`src/sparse_polynomial_adder_macros.svh`:
```
// Assertion macros used by the spa_ctrl RTL file.
`ifndef SPARSE_POLYNOMIAL_ADDER_MACROS_SVH
`define SPARSE_POLYNOMIAL_ADDER_MACROS_SVH

// The consequent must hold in the same cycle as the antecedent.
`define SPA_ASSERT_SAME(label, clk, rst, ante, cons, msg) \
  label: assert property (@(posedge clk) disable iff (rst) (ante) |-> (cons)) else $error(msg);

// The consequent must hold in the cycle after the antecedent.
`define SPA_ASSERT_NEXT(label, clk, rst, ante, cons, msg) \
  label: assert property (@(posedge clk) disable iff (rst) (ante) |=> (cons)) else $error(msg);

`endif

```
`src/spa_pkg.sv`:
```
package spa_pkg;

  localparam int EXP_W  = 10;
  localparam int COEF_W = 32;
  localparam int TERM_W = EXP_W + COEF_W;

  localparam logic [1:0] ACT_INSERT_A = 2'd0;
  localparam logic [1:0] ACT_INSERT_B = 2'd1;
  localparam logic [1:0] ACT_SUM      = 2'd2;
  localparam logic [1:0] ACT_CLEAR    = 2'd3;

  localparam logic [1:0] ST_TERM  = 2'd0;
  localparam logic [1:0] ST_OK    = 2'd1;
  localparam logic [1:0] ST_FULL  = 2'd2;
  localparam logic [1:0] ST_EMPTY = 2'd3;

  typedef struct packed {
    logic [EXP_W-1:0]         exponent;
    logic signed [COEF_W-1:0] coefficient;
  } term_t;

  typedef struct packed {
    logic                     push;
    logic [1:0]               status;
    logic [EXP_W-1:0]         exponent;
    logic signed [COEF_W-1:0] coefficient;
    logic                     last;
  } result_t;

endpackage

```
`src/spa_ram.sv`:
```
module spa_ram #(
  parameter int WIDTH = 42,
  parameter int DEPTH = 16
) (
  input  logic                     clk,
  input  logic                     we,
  input  logic [$clog2(DEPTH)-1:0] waddr,
  input  logic [WIDTH-1:0]         wdata,
  input  logic                     re,
  input  logic [$clog2(DEPTH)-1:0] raddr,
  output logic [WIDTH-1:0]         rdata
);

  logic [WIDTH-1:0] mem [DEPTH];

  always_ff @(posedge clk) begin
    if (we) begin
      mem[waddr] <= wdata;
    end
    if (re) begin
      rdata <= mem[raddr];
    end
  end

endmodule

```
`src/spa_ctrl.sv`:
```
`include "sparse_polynomial_adder_macros.svh"

module spa_ctrl #(
  parameter int MAX_TERMS = 16
) (
  input  logic                                  clk,
  input  logic                                  rst,
  input  logic                                  in_valid,
  output logic                                  in_ready,
  input  logic [1:0]                            action,
  input  logic [spa_pkg::EXP_W-1:0]             exponent,
  input  logic signed [spa_pkg::COEF_W-1:0]     coefficient,
  input  logic                                  room,
  output spa_pkg::result_t                      res,
  output logic                                  we_a,
  output logic                                  we_b,
  output logic [$clog2(MAX_TERMS)-1:0]          waddr,
  output spa_pkg::term_t                        wdata,
  output logic                                  re_a,
  output logic [$clog2(MAX_TERMS)-1:0]          raddr_a,
  input  logic [spa_pkg::TERM_W-1:0]            rdata_a,
  output logic                                  re_b,
  output logic [$clog2(MAX_TERMS)-1:0]          raddr_b,
  input  logic [spa_pkg::TERM_W-1:0]            rdata_b
);

  localparam int IW = $clog2(MAX_TERMS);
  localparam int CW = $clog2(MAX_TERMS + 1);
  localparam logic [CW-1:0] FULL_CNT = CW'(MAX_TERMS);

  typedef enum logic [2:0] {S_IDLE, S_SHIFT, S_PLACE, S_MERGE, S_REPLY} state_t;

  state_t                            state;
  logic                              sel_b;
  logic [spa_pkg::EXP_W-1:0]         req_exp;
  logic signed [spa_pkg::COEF_W-1:0] req_coef;
  logic [IW-1:0]                     idx;
  logic [CW-1:0]                     count_a;
  logic [CW-1:0]                     count_b;
  logic [CW-1:0]                     ia;
  logic [CW-1:0]                     ib;
  logic [1:0]                        res_status;

  spa_pkg::term_t head_a;
  spa_pkg::term_t head_b;
  spa_pkg::term_t cur;
  spa_pkg::term_t new_term;
  logic [CW-1:0]  in_cnt;
  logic [CW-1:0]  ia_next;
  logic [CW-1:0]  ib_next;
  logic           a_has;
  logic           b_has;
  logic           take_a;
  logic           take_b;
  logic           merge_last;
  logic           we_sel;

  assign head_a   = spa_pkg::term_t'(rdata_a);
  assign head_b   = spa_pkg::term_t'(rdata_b);
  assign cur      = sel_b ? head_b : head_a;
  assign new_term = '{exponent: req_exp, coefficient: req_coef};
  assign in_cnt   = (action == spa_pkg::ACT_INSERT_B) ? count_b : count_a;
  assign in_ready = (state == S_IDLE);

  assign a_has  = (ia < count_a);
  assign b_has  = (ib < count_b);
  assign take_a = a_has && (!b_has || (head_a.exponent >= head_b.exponent));
  assign take_b = b_has && (!a_has || (head_b.exponent >= head_a.exponent));
  assign ia_next    = take_a ? ia + CW'(1) : ia;
  assign ib_next    = take_b ? ib + CW'(1) : ib;
  assign merge_last = (ia_next >= count_a) && (ib_next >= count_b);

  assign we_a = we_sel && !sel_b;
  assign we_b = we_sel && sel_b;

  always_comb begin
    we_sel  = 1'b0;
    waddr   = '0;
    wdata   = new_term;
    re_a    = 1'b0;
    re_b    = 1'b0;
    raddr_a = '0;
    raddr_b = '0;
    res     = '0;
    case (state)
      S_IDLE: begin
        if (in_valid) begin
          if ((action == spa_pkg::ACT_INSERT_A || action == spa_pkg::ACT_INSERT_B) &&
              in_cnt != '0 && in_cnt != FULL_CNT) begin
            re_a    = (action == spa_pkg::ACT_INSERT_A);
            re_b    = (action == spa_pkg::ACT_INSERT_B);
            raddr_a = IW'(in_cnt - CW'(1));
            raddr_b = IW'(in_cnt - CW'(1));
          end else if (action == spa_pkg::ACT_SUM) begin
            re_a = (count_a != '0);
            re_b = (count_b != '0);
          end
        end
      end
      S_SHIFT: begin
        we_sel = 1'b1;
        waddr  = idx + IW'(1);
        if (cur.exponent <= req_exp) begin
          wdata = cur;
          if (idx != '0) begin
            re_a    = !sel_b;
            re_b    = sel_b;
            raddr_a = idx - IW'(1);
            raddr_b = idx - IW'(1);
          end
        end
      end
      S_PLACE: begin
        we_sel = 1'b1;
      end
      S_MERGE: begin
        if (room) begin
          re_a    = take_a && (ia_next < count_a);
          re_b    = take_b && (ib_next < count_b);
          raddr_a = IW'(ia_next);
          raddr_b = IW'(ib_next);
          res.push     = 1'b1;
          res.status   = spa_pkg::ST_TERM;
          res.exponent = take_a ? head_a.exponent : head_b.exponent;
          res.coefficient = (take_a ? head_a.coefficient : '0) +
                            (take_b ? head_b.coefficient : '0);
          res.last     = merge_last;
        end
      end
      S_REPLY: begin
        res.push   = room;
        res.status = res_status;
        res.last   = 1'b1;
      end
      default: begin
      end
    endcase
  end

  always_ff @(posedge clk) begin
    if (rst) begin
      state      <= S_IDLE;
      count_a    <= '0;
      count_b    <= '0;
      ia         <= '0;
      ib         <= '0;
      idx        <= '0;
      sel_b      <= 1'b0;
      res_status <= spa_pkg::ST_OK;
    end else begin
      case (state)
        S_IDLE: begin
          if (in_valid) begin
            req_exp  <= exponent;
            req_coef <= coefficient;
            sel_b    <= (action == spa_pkg::ACT_INSERT_B);
            case (action)
              spa_pkg::ACT_INSERT_A, spa_pkg::ACT_INSERT_B: begin
                if (in_cnt == FULL_CNT) begin
                  res_status <= spa_pkg::ST_FULL;
                  state      <= S_REPLY;
                end else if (in_cnt == '0) begin
                  state <= S_PLACE;
                end else begin
                  idx   <= IW'(in_cnt - CW'(1));
                  state <= S_SHIFT;
                end
              end
              spa_pkg::ACT_SUM: begin
                ia <= '0;
                ib <= '0;
                if (count_a == '0 && count_b == '0) begin
                  res_status <= spa_pkg::ST_EMPTY;
                  state      <= S_REPLY;
                end else begin
                  state <= S_MERGE;
                end
              end
              default: begin
                count_a    <= '0;
                count_b    <= '0;
                res_status <= spa_pkg::ST_OK;
                state      <= S_REPLY;
              end
            endcase
          end
        end
        S_SHIFT: begin
          if (cur.exponent > req_exp) begin
            if (sel_b) begin
              count_b <= count_b + CW'(1);
            end else begin
              count_a <= count_a + CW'(1);
            end
            res_status <= spa_pkg::ST_OK;
            state      <= S_REPLY;
          end else if (idx == '0) begin
            state <= S_PLACE;
          end else begin
            idx <= idx - IW'(1);
          end
        end
        S_PLACE: begin
          if (sel_b) begin
            count_b <= count_b + CW'(1);
          end else begin
            count_a <= count_a + CW'(1);
          end
          res_status <= spa_pkg::ST_OK;
          state      <= S_REPLY;
        end
        S_MERGE: begin
          if (room) begin
            ia <= ia_next;
            ib <= ib_next;
            if (merge_last) begin
              state <= S_IDLE;
            end
          end
        end
        S_REPLY: begin
          if (room) begin
            state <= S_IDLE;
          end
        end
        default: begin
          state <= S_IDLE;
        end
      endcase
    end
  end

  `SPA_ASSERT_SAME(a_push_room, clk, rst, res.push, room, "Result pushed without room.")
  `SPA_ASSERT_SAME(a_merge_has_term, clk, rst, state == S_MERGE, a_has || b_has, "Merge with both stores exhausted.")
  `SPA_ASSERT_NEXT(a_place_count, clk, rst, state == S_PLACE && !sel_b, count_a == $past(count_a) + CW'(1), "Insert did not grow store A.")
  `SPA_ASSERT_NEXT(a_merge_done, clk, rst, state == S_MERGE && res.push && res.last, state == S_IDLE, "Merge did not end after its last term.")

endmodule

```
`src/sparse_polynomial_adder.sv`:
```
// Sparse polynomial adder with two term stores, A and B, kept in descending exponent order.
// Input channel (in_valid/in_ready) carries one request: insert into A, insert into B,
// sum, or clear. Output channel (out_valid/out_ready) returns results; last marks the
// final result of a request.
// Only one request is in progress at a time; in_ready is high while the block is idle.
// An insert into a store holding n terms walks from the tail toward the insertion point,
// moving one entry per cycle through the store memory.
// A refused insert (store full), a clear and a sum of two empty stores go straight to the reply.
// A sum reads the heads of the non-empty store memories in the cycle its request is
// accepted and then emits one term per cycle while the output register has room.
// Results leave through an output register; a stalled receiver holds the sequencer
// until the register is free, and the next request is taken once the last result
// of the current one is registered.
// Reset empties both stores and clears out_valid; store contents are not
// cleared and no initialization pass is needed.
module sparse_polynomial_adder #(
  parameter int MAX_TERMS = 16
) (
  input  logic                              clk,
  input  logic                              rst,
  input  logic                              in_valid,
  output logic                              in_ready,
  input  logic [1:0]                        action,
  input  logic [spa_pkg::EXP_W-1:0]         exponent,
  input  logic signed [spa_pkg::COEF_W-1:0] coefficient,
  output logic                              out_valid,
  input  logic                              out_ready,
  output logic [1:0]                        status,
  output logic [spa_pkg::EXP_W-1:0]         term_exponent,
  output logic signed [spa_pkg::COEF_W-1:0] term_coefficient,
  output logic                              last
);

  localparam int IW = $clog2(MAX_TERMS);

  spa_pkg::result_t            res;
  spa_pkg::term_t              wdata;
  logic                        room;
  logic                        we_a;
  logic                        we_b;
  logic [IW-1:0]               waddr;
  logic                        re_a;
  logic                        re_b;
  logic [IW-1:0]               raddr_a;
  logic [IW-1:0]               raddr_b;
  logic [spa_pkg::TERM_W-1:0]  rdata_a;
  logic [spa_pkg::TERM_W-1:0]  rdata_b;

  assign room = !out_valid || out_ready;

  spa_ctrl #(
    .MAX_TERMS(MAX_TERMS)
  ) u_ctrl (
    .clk        (clk),
    .rst        (rst),
    .in_valid   (in_valid),
    .in_ready   (in_ready),
    .action     (action),
    .exponent   (exponent),
    .coefficient(coefficient),
    .room       (room),
    .res        (res),
    .we_a       (we_a),
    .we_b       (we_b),
    .waddr      (waddr),
    .wdata      (wdata),
    .re_a       (re_a),
    .raddr_a    (raddr_a),
    .rdata_a    (rdata_a),
    .re_b       (re_b),
    .raddr_b    (raddr_b),
    .rdata_b    (rdata_b)
  );

  spa_ram #(
    .WIDTH(spa_pkg::TERM_W),
    .DEPTH(MAX_TERMS)
  ) u_ram_a (
    .clk  (clk),
    .we   (we_a),
    .waddr(waddr),
    .wdata(wdata),
    .re   (re_a),
    .raddr(raddr_a),
    .rdata(rdata_a)
  );

  spa_ram #(
    .WIDTH(spa_pkg::TERM_W),
    .DEPTH(MAX_TERMS)
  ) u_ram_b (
    .clk  (clk),
    .we   (we_b),
    .waddr(waddr),
    .wdata(wdata),
    .re   (re_b),
    .raddr(raddr_b),
    .rdata(rdata_b)
  );

  always_ff @(posedge clk) begin
    if (rst) begin
      out_valid <= 1'b0;
    end else if (room) begin
      out_valid <= res.push;
    end
    if (res.push) begin
      status           <= res.status;
      term_exponent    <= res.exponent;
      term_coefficient <= res.coefficient;
      last             <= res.last;
    end
  end

endmodule
```
`config.mk`:
```
export PLATFORM = sky130hd
export DESIGN_NAME = sparse_polynomial_adder
export DESIGN_NICKNAME = d
export VERILOG_FILES = /design/src/spa_pkg.sv /design/src/spa_ram.sv /design/src/spa_ctrl.sv /design/src/sparse_polynomial_adder.sv
export VERILOG_INCLUDE_DIRS = /design/src /design/src/src
export SDC_FILE = /design/constraint.sdc
export NUM_CORES = 2
export LEC_CHECK = 0
export BUFFER_PORTS_ARGS = -buffer_cell sky130_fd_sc_hd__buf_4
export CAP_MARGIN = 20
export CELL_PAD_IN_SITES_DETAIL_PLACEMENT = 1
export CELL_PAD_IN_SITES_GLOBAL_PLACEMENT = 2
export CORE_ASPECT_RATIO = 1.2
export CORE_MARGIN = 8
export CORE_UTILIZATION = 40
export DETAILED_ROUTE_END_ITERATION = 7
export MAX_ROUTING_LAYER = met4
export PLACE_DENSITY_LB_ADDON = 0.1
export SLEW_MARGIN = 10
export SYNTH_ARGS = -nofsm -noshare
export SYNTH_HDL_FRONTEND = slang
export SYNTH_SLANG_ARGS = --single-unit
```
`constraint.sdc`:
```
create_clock -name clk -period 7.5 [get_ports clk]
set_input_delay 0.375 -clock clk [delete_from_list [all_inputs] [get_ports clk]]
set_output_delay 0.375 -clock clk [all_outputs]
set_load 0.05 [all_outputs]
```
==> metrics.txt <==
Adder-Cell Fraction of Synth Area=0.0149; final hold vios=0; Tcrit/Tclk final=0.744; failing checks=DRC; pin count of the biggest net entering global routing=169; FF/Latch Area=46100 µm²; drt total wl=about 230000 µm; Post-Syn Instances=4747; CTS tree=yes; final-layout fill cell count=16300; Leakage=25.0 nW; Gate power share=0.041; critical-path cell list=ha_1, a21oi_1, o21ai_1, a2111oi_4, a21oi_4, buf_4, and2_1, ha_1, a21oi_1, o21ai_0, a2111oi_0, o21ai_0, o211ai_1, a31oi_1, a31oi_1, xor2_1, nor2_1; number of global-route vias before repair=45600; fmax=179 MHz; Clock Skews=approximately 0.024 ns; Remaining Overflow, GRT=0; Max clock buf depth=3; Clock Latency Late Sink=roughly 0.8 ns; distinct cell type count after synthesis=77; WS Path Type=reg2reg; endpoints failing setup=0; outcome=finished, violations left; nets@finish=roughly 4900; initial drt markers=4472; worst-margin pin slew=1.12 ns; slowest cell on the critical path=a2111oi_0; area of the multi-input gates=19800 µm²; xor/xnor share of the synthesized area=0.00523; first-pass iteration count of the detailed router=8; Die W=390 µm; port bufs=94; die area=181000 µm²; initial antenna violation count=2; WP data arrival=6.12 ns; Synth Flop Type=edfxtp_1; final worst slack=1.92 ns; antenna-violating nets left=0; Sw Share=0.221; Post-synth EDFFs=1515; synthesis-to-finish area growth=13.7%; CTS sink cnt=1546; drt wl/cell=31.7 µm; Synth Cell Area=between 60000 and 70000 µm²; required time worst endpoint=about 8 ns; Int Power=14.1 mW; vias post-DR=44500; RSZ-0062 raised after global routing=false; CP max FO=30; Place WS=1.93 ns; core area=166000 µm²; Post-synth ARST share=0; total number of yosys warnings=0; std cell rows=164; GRT Util Overall=0.251; H-tree level count=4; root buf cell=clkbuf_16; layout cells sized above 1=0.115; register area share after synthesis=0.688; setup_tns=0 ns; Simple-Gate Fraction of Synth Area=0.0867; Final Cell Area=76200 µm²; maximum vdd drop=0.142 mV; first-pass GRT wire length=328000 µm; Worst-path clk slew=approximately 0.070 ns; Cell Pwr Density=about 240 nW/µm²; HP Class=in2reg; initial core utilization=0.403; sw power=4.00 mW; Clk pwr share=0.429; main combinational cell family by area after synthesis=compound AO/OA/AOI/OAI gates; Setup crit start kind=flop; Final GP Congestion=0.853; die height=464 µm; DR vias/cell=6.21; Yosys reg bits=1546; headroom to the max-slew limit=0.235; post-cts resize count=0; Synth Area in Compound Gates=0.156; post-synthesis mux area share=0.0220; Slew Viols, Final=0; clock buffer count from CTS=164; Ports=95; crit path capture type=flop; syn nets=roughly 5000; Area after DPL=70700 µm²; Tmin final=5.58 ns; post-detail-place hpwl=120000 µm; # DRC=6; Worst path max stage delay=0.79 ns; power share of the sequential group=0.530; max_cap viols=0; average size of a mapped cell=~14 µm²
## critical path: cells and delay by family (launching register included)
| kind | cells | cell delay (ns) |
|---|---|---|
| compound gates | 11 | 3.43 |
| xor+xnor | 1 | 0.16 |
| fa+ha+maj | 2 | 0.62 |
| buf+inv | 1 | 0.27 |
| flops | 1 | 0.55 |
| simple gates | 2 | 0.25 |
## power groups by stage
stage                     registers, mW  clock network (mW)  logic (mW)
final                              9.61                7.80       0.744
after global routing               9.61                8.25       0.798
after CTS                          9.61                7.95       0.753
after detailed placement           9.79                   0       0.731
after global placement             9.79                   0       0.721
after floorplan                    9.82                   0       0.361
## logic make-up (layout without fill, tap and decap cells)
kind of cell,count (synthesis),count (layout)
DFF,1546,1546
muxes,145,145
xor gates and xnor gates,40,40
adders and majority gates,79,79
and+or+nand+nor,1264,1264
AOI/OAI and AO/OA,1249,1249
buffers and inverters,424,598
other,0,1
## sequential cells by signal, indices dropped and copies added, names as in the netlist
register	flops
u_ctrl.ib	5
u_ctrl.count_a	5
u_ram_b.rdata	42
u_ctrl.sel_b	1
last	1
u_ctrl.req_exp	10
u_ctrl.res_status	2
term_exponent	10
u_ram_b.mem	672
u_ctrl.ia	5
term_coefficient	32
u_ctrl.count_b	5
u_ram_a.rdata	42
status	2
u_ctrl.idx	4
out_valid	1
u_ram_a.mem	672
u_ctrl.state	3
u_ctrl.req_coef	32
## routing by layer
layer  up-vias  global-route usage  routed length, µm
met5         -                   -                  0
met4         0              0.0774               7110
met3       332              0.0325              10900
met2      1364               0.404             109000
met1     23600               0.334              99600
li1      19200                   -                  -
## path summary, 6_finish.rpt
check / endpoint / cells after the start / startpoint / slack [ns]
worst max-delay path: term_coefficient[28]$_SDFFCE_PN0P_ / 17 / u_ram_b.rdata[34]$_DFFE_PP_ / 1.92
worst min-delay path: u_ctrl.state[2]$_SDFFE_PP0P_ / 5 / out_ready / 0.10
worst max register to register: term_coefficient[28]$_SDFFCE_PN0P_ / 17 / u_ram_b.rdata[34]$_DFFE_PP_ / 1.92
worst min register to register: u_ctrl.res_status[1]$_SDFFE_PP0P_ / 2 / u_ctrl.res_status[1]$_SDFFE_PP0P_ / 0.53
## synthesized netlist by cell type, drive strengths merged, types with 84 or more instances
master | n | area (µm²)
a211o | 126 | 1100
a211oi | 96 | 748
a222oi | 166 | 1660
a22o | 251 | 2200
a22oi | 131 | 983
a311o | 84 | 841
a32oi | 86 | 753
and3 | 140 | 876
buf | 123 | 637
clkbuf | 257 | 965
edfxtp | 1515 | 45500
mux2i | 132 | 1330
nand2 | 646 | 2420
nand3 | 143 | 716
nor2 | 132 | 503
o21ai | 89 | 445
## through the flow
| step | cells | util | hold slack [ns] | power, mW |
|---|---|---|---|---|
| floorplan | 4747 | - | 0.473 | 10.2 |
| global placement | 6825 | 0.425 | 0.495 | 10.5 |
| detailed placement | 6825 | 0.425 | 0.508 | 10.5 |
| CTS | 7162 | 0.458 | 0.0349 | 18.3 |
| global route | 7163 | 0.458 | 0.101 | 18.7 |
| finish | 7163 | 0.458 | 0.100 | 18.2 |
## what timing repair did
action / in CTS / in global routing
buffers inserted: 0 / 0
hold endpoints to repair: 61 / 0
hold buffers: 44 / 0
## layout make-up
cell class,count,share of cell area
inverters,44,0.00217
repair buffers,261,0.0301
clock buffers,209,0.0578
well taps,2241,0.0368
diodes,1,0.0000329
multi-input cells,2777,0.259
clock inverters,84,0.00815
flip-flops and latches,1546,0.606
## cells in the final DEF, fill, tap and decap left out, types with 92 or more instances in the layout
master     count
edfxtp_1    1515
nand2_1      639
a22o_1       251
buf_4        199
clkbuf_16    170
a222oi_1     166
nand3_1      143
and3_1       140
mux2i_1      131
a22oi_1      131
a211o_1      126
a211oi_1      92
Note: power is estimated with default switching activity, not from simulation.
